File: src/hw/rtl/chtu_pkg.sv
package chtu_pkg;

    typedef enum logic [1:0] {
        FUNC_SET    = 2'd0,
        FUNC_GET    = 2'd1,
        FUNC_REMOVE = 2'd2,
        FUNC_NONE   = 2'd3
    } t_func;

    localparam logic [63:0] MIX_C1 = 64'hbf58476d1ce4e5b9;
    localparam logic [63:0] MIX_C2 = 64'h94d049bb133111eb;

    typedef struct packed {
        logic start;
        logic busy;
        logic done;
    } t_hash_ctl;

endpackage

File: src/hw/rtl/chtu_hash.sv
module chtu_hash
    import chtu_pkg::*;
#(
    parameter int BW = 10
) (
    input  logic          i_clk,
    input  logic          i_rst_n,
    input  logic          i_start,
    input  logic [63:0]   i_key,
    input  logic [BW-1:0] i_div,
    output t_hash_ctl     o_ctl,
    output logic [BW-1:0] o_bucket
);
    // Splitmix64 finalizer through one shared 32x32 multiplier, then a restoring
    // remainder by the bucket count, one bit a cycle.
    typedef enum logic [2:0] {S_IDLE, S_MUL1, S_MUL2, S_MOD, S_DONE} t_state;

    t_state        r_state;
    logic [63:0]   r_x;
    logic [63:0]   r_acc;
    logic [1:0]    r_part;
    logic [5:0]    r_bit;
    logic [BW:0]   r_rem;
    logic [63:0]   w_c;
    logic [31:0]   w_a;
    logic [31:0]   w_b;
    logic [63:0]   w_p;
    logic [63:0]   w_sum;
    logic [BW:0]   w_sh;
    logic [63:0]   w_h2;

    assign w_c = (r_state == S_MUL1) ? MIX_C1 : MIX_C2;
    assign w_a = r_part[1] ? r_x[63:32] : r_x[31:0];
    assign w_b = r_part[0] ? w_c[63:32] : w_c[31:0];
    assign w_p = w_a * w_b;
    always_comb begin
        unique case (r_part)
            2'd0: w_sum = r_acc + w_p;
            2'd1, 2'd2: w_sum = r_acc + {w_p[31:0], 32'd0};
            default: w_sum = r_acc;
        endcase
    end
    assign w_h2 = w_sum ^ (w_sum >> 27);
    assign w_sh = {r_rem[BW-1:0], r_x[r_bit]};

    always_ff @(posedge i_clk) begin
        if (!i_rst_n) begin
            r_state <= S_IDLE;
        end else begin
            unique case (r_state)
                S_IDLE: begin
                    if (i_start) begin
                        r_x     <= i_key ^ (i_key >> 30);
                        r_acc   <= '0;
                        r_part  <= '0;
                        r_state <= S_MUL1;
                    end
                end
                S_MUL1, S_MUL2: begin
                    r_acc  <= (r_part == 2'd3) ? '0 : w_sum;
                    r_part <= r_part + 2'd1;
                    if (r_part == 2'd3) begin
                        if (r_state == S_MUL1) begin
                            r_x     <= w_h2;
                            r_state <= S_MUL2;
                        end else begin
                            r_x     <= w_sum ^ (w_sum >> 31);
                            r_bit   <= 6'd63;
                            r_rem   <= '0;
                            r_state <= S_MOD;
                        end
                    end
                end
                S_MOD: begin
                    if (w_sh >= {1'b0, i_div}) r_rem <= w_sh - {1'b0, i_div};
                    else r_rem <= w_sh;
                    r_bit <= r_bit - 6'd1;
                    if (r_bit == 6'd0) r_state <= S_DONE;
                end
                default: r_state <= S_IDLE;
            endcase
        end
    end

    assign o_ctl.start = i_start;
    assign o_ctl.busy  = (r_state != S_IDLE);
    assign o_ctl.done  = (r_state == S_DONE);
    assign o_bucket    = r_rem[BW-1:0];
endmodule

File: config.mk
export PLATFORM = sky130hd
export DESIGN_NAME = chtu_hash
export DESIGN_NICKNAME = d
export VERILOG_FILES = /design/src/hw/rtl/chtu_pkg.sv /design/src/hw/rtl/chtu_hash.sv
export SDC_FILE = /design/constraint.sdc
export NUM_CORES = 2
export LEC_CHECK = 0
export CORE_UTILIZATION = 55
export CTS_BUF_LIST = sky130_fd_sc_hd__clkbuf_16
export CTS_CLUSTER_SIZE = 8
export DETAILED_ROUTE_END_ITERATION = 8
export DONT_BUFFER_PORTS = 1
export HOLD_SLACK_MARGIN = 0.12
export PLACE_DENSITY = 0.8
export SLEW_MARGIN = 20
export SYNTH_ARGS = -nofsm -noshare
export SYNTH_HDL_FRONTEND = slang
export SYNTH_SLANG_ARGS = --single-unit
File: constraint.sdc
create_clock -name i_clk -period 31.5 [get_ports i_clk]
set_input_delay 6.3 -clock i_clk [delete_from_list [all_inputs] [get_ports i_clk]]
set_output_delay 6.3 -clock i_clk [all_outputs]
set_load 0.02 [all_outputs]
* After elaboration in Yosys (flattened, before gate mapping)
Index checks and enable logic that the tools add are counted. Widths: inputs -> output; s select.
Storage, ports and cells: register bits 149, output and inout port bits 13, logic and storage cells 67
Operators by class: add/subtract/negate cells 5, $mul 1, magnitude comparators 2, equal/unequal tests 11, mux-type cells 27, bitwise operators 3, reduce and logical (&&, ||, !) cells 12
Operators with widths (count):
- $pmux 64 s2 | 3
- $mux 64 | 5
- $add 64x64->64 | 2
- $mul 32x32->64 | 1
- $mux 32 | 2
- $xor 64x33->64 | 1
- $xor 64x34->64 | 1
- $xor 64x37->64 | 1
- $mux 62 | 1
- $mux 10 | 3
- $pmux 10 s2 | 1
- $mux 6 | 2
- $pmux 6 s2 | 1
- $ge 11x10->1 | 1
- $sub 10x10->10 | 1
- $mux 3 | 3
- $pmux 3 s3 | 1
- $ne 2x2->1 const B | 4
- $reduce_and 4->1 | 2
- $lt 6x7->1 const B | 1
- $bmux 1 s6 | 1
- $eq 3x2->1 const B | 2
- $logic_not 6->1 | 1
- $reduce_and 3->1 | 2
- other kinds (14) | 18

* Longest topological paths before layout
depth after elaboration 10, mapped depth 53, mapped depth without buffers 47

* Least setup slack after synthesis
No wires, ideal clock.
kind input to output, start point in i_start, end point out o_ctl[2] in the netlist's numbering, arrival 6434 ps, required time 25200 ps, setup slack 18766 ps, cell stages on the path 1, cell sequence buf_4
RTL lines:
- start, declared | RTL line chtu_hash.sv:8 | input logic i_start,
- end, declared | RTL line chtu_hash.sv:11 | output t_hash_ctl o_ctl,
No word-level cell between the ends.

* Worst setup path after layout
start point reg r_state[0], end point reg r_x[30] (data pin)
On the way: longest elaborated chain between the ends 10, elaborated cells between the ends (all ways) 15, those cells by class 2 x add/sub; 1 x mul; 2 x eq/ne; 6 x mux; 2 x bitwise; 2 x reduce/logical
Ends and longest elaborated chain:
- start, declared | RTL line chtu_hash.sv:18 | t_state r_state;
- start signal, assigned | RTL line chtu_hash.sv:48 | r_state <= S_IDLE;
- start signal, assigned | RTL line chtu_hash.sv:56 | r_state <= S_MUL1;
- start signal, assigned | RTL line chtu_hash.sv:65 | r_state <= S_MUL2;
- $eq 3x1->1 | RTL line chtu_hash.sv:32, chtu_hash.sv:50, chtu_hash.sv:63
- $mux 62 | RTL line chtu_hash.sv:32 | assign w_c = (r_state == S_MUL1) ? MIX_C1 : MIX_C2;
- $mux 32 | RTL line chtu_hash.sv:34 | assign w_b = r_part[0] ? w_c[63:32] : w_c[31:0];
- $mul 32x32->64 | RTL line chtu_hash.sv:35 | assign w_p = w_a * w_b;
- $add 64x64->64, on equally long branches | RTL line chtu_hash.sv:38, chtu_hash.sv:39
- $pmux 64 s2 | RTL line chtu_hash.sv:37 | unique case (r_part)
- $xor 64x33->64 or $xor 64x37->64 (tied branches) | RTL line chtu_hash.sv:67, chtu_hash.sv:43
- $mux 64 | RTL line chtu_hash.sv:63 | if (r_state == S_MUL1) begin
- $mux 64 | RTL line chtu_hash.sv:62 | if (r_part == 2'd3) begin
- $pmux 64 s2 * | RTL line chtu_hash.sv:50 | unique case (r_state)
- end signal, assigned | RTL line chtu_hash.sv:53 | r_x <= i_key ^ (i_key >> 30);
- end signal, assigned | RTL line chtu_hash.sv:64 | r_x <= w_h2;
- end signal, assigned | RTL line chtu_hash.sv:67 | r_x <= w_sum ^ (w_sum >> 31);
- end, declared | RTL line chtu_hash.sv:19 | logic [63:0] r_x;
Mark *: on every way between the ends. The rest lies on a longest branch, timed or not. The select of a mux whose other input is x is not followed. A chain may end at the register's enable or synchronous reset.

==> impl_summary.md <==
Worst setup path
The most frequent cell on the critical path is fa_1. The type of the worst setup path is flip-flop to flip-flop. The largest fanout on the critical path is 50. For this run, the slowest stage of the critical path takes 0.85 ns. The critical path runs through a total of 46 cells. The endpoint required time on the critical path is 31.68 ns. Grouping stages by cell kind, the critical path spends the most delay in adder cells. For the worst flop-to-flop path, the logic depth is 46. Data on the critical path arrives at its endpoint at 15.66 ns.

The element type at the critical path start is a flip-flop. The number of buffers and inverters on the critical path is 10. STA classifies the critical path endpoint as a flip-flop. The slowest stage cell on the critical path is nor4_1.

Timing
The final-report max-slew violation count is 0. Setup violations remaining at the end of the flow were counted as 0. The final critical-path required period is 15.48 ns. The worst slew slack as a fraction of its limit is 22.7%.

The final hold violation count is 0. The actual slew at the worst max-slew pin is 1.15 ns. Setup repair after global routing left no endpoint under its margin. The sum of negative setup slack is 0 ns.

For the final database, setup skew stands at 0.0161 ns. The final critical-path share of the clock period is 49.1%. For this run, the top clock speed supported by timing is 64.6 MHz.

Clock tree
TritonCTS created 17 clock buffers. Clock-pin slew was measured on the worst setup and hold paths at 0.08 ns. The H-tree depth is 4.

Buffers inserted to repair hold after CTS numbered 0. The buffer cell driving the clock tree root is clkbuf_16. TritonCTS built the clock tree.

For the worst-skew pair, the clock arrives at the later sink with an insertion delay of 0.47 ns. The number of cells upsized or downsized after cts is 0. The number of buffers inserted to repair setup after CTS is 0. Counting along the longest clock path gives a buffer depth of 2. For this design, the sink count on the clock tree is 149.

Die
In this run the count of I/O pins placed on the die edge is 90. The starting utilization of the core area is 55.6%. From left edge to right edge, the die measures 285 um.

The die area is 81200 um^2. In this run the vertical extent of the chip is 285 um. The region available for standard cell placement spans 79100 um^2.

The number of core rows is 103.

Synth
The fraction of the yosys area taken by sequential cells is 10.1%. The leading area contributor after synthesis is fa_1. The number of synthesized register bits is 149. The flip-flop cell with the highest count after synthesis is edfxtp_1. By area the synthesized netlist is led by fa_1 (37%), ha_1 (13%), edfxtp_1 (10%), inv_1 (8.3%), nor2_1 (3.1%).

The number of enable-type register cells in the synthesized netlist is 146. The Yosys step of the flow raised 0 warnings. In the synthesized netlist, the number of instances is 4734. The average instance in the mapped netlist occupies 9.30 um^2. Of the post-synthesis cell area, the dominant cell type holds 36.7%. The number of different library cells used by synthesis comes to 101. When the netlist entered floorplanning its net count stood at 6088. In the synthesized netlist the async set-or-reset flop fraction comes to 0%. The netlist area before placement is 44000 um^2.

Routing
For this block, the routed nets add up to 151 mm of wire. The routed layout has 34900 vias. For this run, the detailed router's first-pass iteration total came to 7. The detailed router finished its first iteration with 4595 violations. Once detail routing completed, the nets flagged for antenna violations numbered 0. After detailed routing, the number of vias per cell comes to 6.13.

The detailed-route DRC error count is 0. After detailed routing, the average wire length per cell comes to 26.5 um.

Final layout
In the final layout, the share of cells above drive strength 1 is 3.84%. The fill cell instance count of the final layout is 6917. The library cells used most frequently in the layout, excluding fill and tap cells, are inv_1 (975), fa_1 (808), ha_1 (468). The most common cell after layout, fill and taps aside is inv_1. Relative to the synthesized area, the layout overhead comes to 3.60%. The number of nets in the final layout is 5979.

Global routing
The overflow left after global routing is 0. The pin count of the biggest net entering global routing is 87. The global router's overall resource usage is 38.1%. The first global-routing pass estimated 227 mm of wire. The via count of the first global-routing pass is 36000. The number of antenna violations at the first check in global routing came to 3.

Status
The flow ran to the end, and the final reports show no timing, DRC or antenna violations.

Placement
The final weighted congestion of routability-driven global placement is 1.07. The number of input and output port buffers inserted is 0. Once detailed placement completed, the half-perimeter wirelength came to 128 mm.

Flow run
The tool flagged a number of max-cap violations equal to 0.

Min path
The worst min-delay path class is flip-flop to flip-flop. The cell depth of the worst hold path is 2.
==> cells by family after synthesis <==
group                      after synthesis  share of synthesized area (%)
and+or+nand+nor                       1109                           11.7
xor gates and xnor gates               233                           4.67
adders and majority gates             1277                           50.1
AOI/OAI and AO/OA                      723                           10.8
DFF                                    149                           10.1
buffers and inverters                 1155                           9.97
muxes                                   88                           2.71
==> sequential cells by signal, summed over array words and instances (netlist names) <==
register and flops:
r_state 3, r_rem 10, r_part 2, r_bit 6, r_x 64, r_acc 64
==> path summary, 6_finish.rpt <==
kind,from,endpoint,slack [ns]
min reg2reg,r_state[0]$_SDFFE_PN0P_,r_state[0]$_SDFFE_PN0P_,0.67
max,r_state[0]$_SDFFE_PN0P_,r_x[30]$_DFFE_PP_,16.02
min,r_state[0]$_SDFFE_PN0P_,r_state[0]$_SDFFE_PN0P_,0.67
max reg2reg,r_state[0]$_SDFFE_PN0P_,r_x[30]$_DFFE_PP_,16.02
==> tightest hold or removal path, stage by stage (launching register included) <==
cell and delay, ns:
dfxtp_1 0.39, mux2i_1 0.18, nor2b_1 0.06
==> cell usage after synthesis, drive strengths merged (4+ instances only) <==
| library cell | instances |
|---|---|
| nor2b | 40 |
| ha | 469 |
| a31oi | 20 |
| o31a | 4 |
| a21o | 103 |
| nand4 | 44 |
| buf | 38 |
| a22oi | 33 |
| nor4 | 11 |
| a32oi | 7 |
| clkinv | 7 |
| a41oi | 4 |
| nand2 | 331 |
| nand2b | 107 |
| o31ai | 17 |
| nand3 | 58 |
| inv | 979 |
| xor2 | 118 |
| edfxtp | 146 |
| mux2 | 25 |
| o211ai | 23 |
| or2 | 12 |
| o22ai | 10 |
| a211o | 6 |
| mux4 | 22 |
| fa | 808 |
| and2 | 69 |
| a31o | 4 |
| or3 | 14 |
| and3 | 19 |
| a21boi | 9 |
| o21bai | 35 |
| o21ai | 143 |
| nor2 | 366 |
| mux2i | 41 |
| nor3 | 27 |
| o21a | 15 |
| xnor2 | 114 |
| a211oi | 28 |
| a21oi | 213 |
| clkbuf | 131 |
| a221oi | 14 |
==> metal layers <==
metal | global-route usage (%) | share of wire [%]
met4 | 19.0 | 6.2
met2 | 57.4 | 44
met3 | 9.58 | 12
met5 | 0 | 0.0086
met1 | 51.2 | 38
==> per-stage QoR <==
| stage | setup slack (ns) | std cells | util [%] | hold slack (ns) | instance area, um^2 |
|---|---|---|---|---|---|
| floorplan | 18.77 | 4734 | - | 0.579 | 44000 |
| CTS | 16.46 | 5688 | 57.6 | 0.663 | 45600 |
| global route | 15.54 | 5688 | 57.6 | 0.688 | 45600 |
| finish | 16.02 | 5689 | 57.6 | 0.668 | 45600 |
| detailed placement | 16.54 | 5656 | 56.9 | 0.649 | 45000 |
| global placement | 16.64 | 5656 | 56.9 | 0.599 | 45000 |
==> final cells by class <==
type / count / area [um^2] / area share (%)
Clock inverter: 15 / 175 / 0.384
Tap cell: 1050 / 1310 / 2.88
Multi-Input combinational cell: 3430 / 35200 / 77.3
Antenna cell: 1 / 2.50 / 0.00549
Inverter: 986 / 3700 / 8.12
Sequential cell: 149 / 4440 / 9.74
Clock buffer: 17 / 425 / 0.933
Timing Repair Buffer: 41 / 308 / 0.675
Power is not shown: default switching activity piles up to over one toggle a cycle in this logic, so the estimate is an artifact.
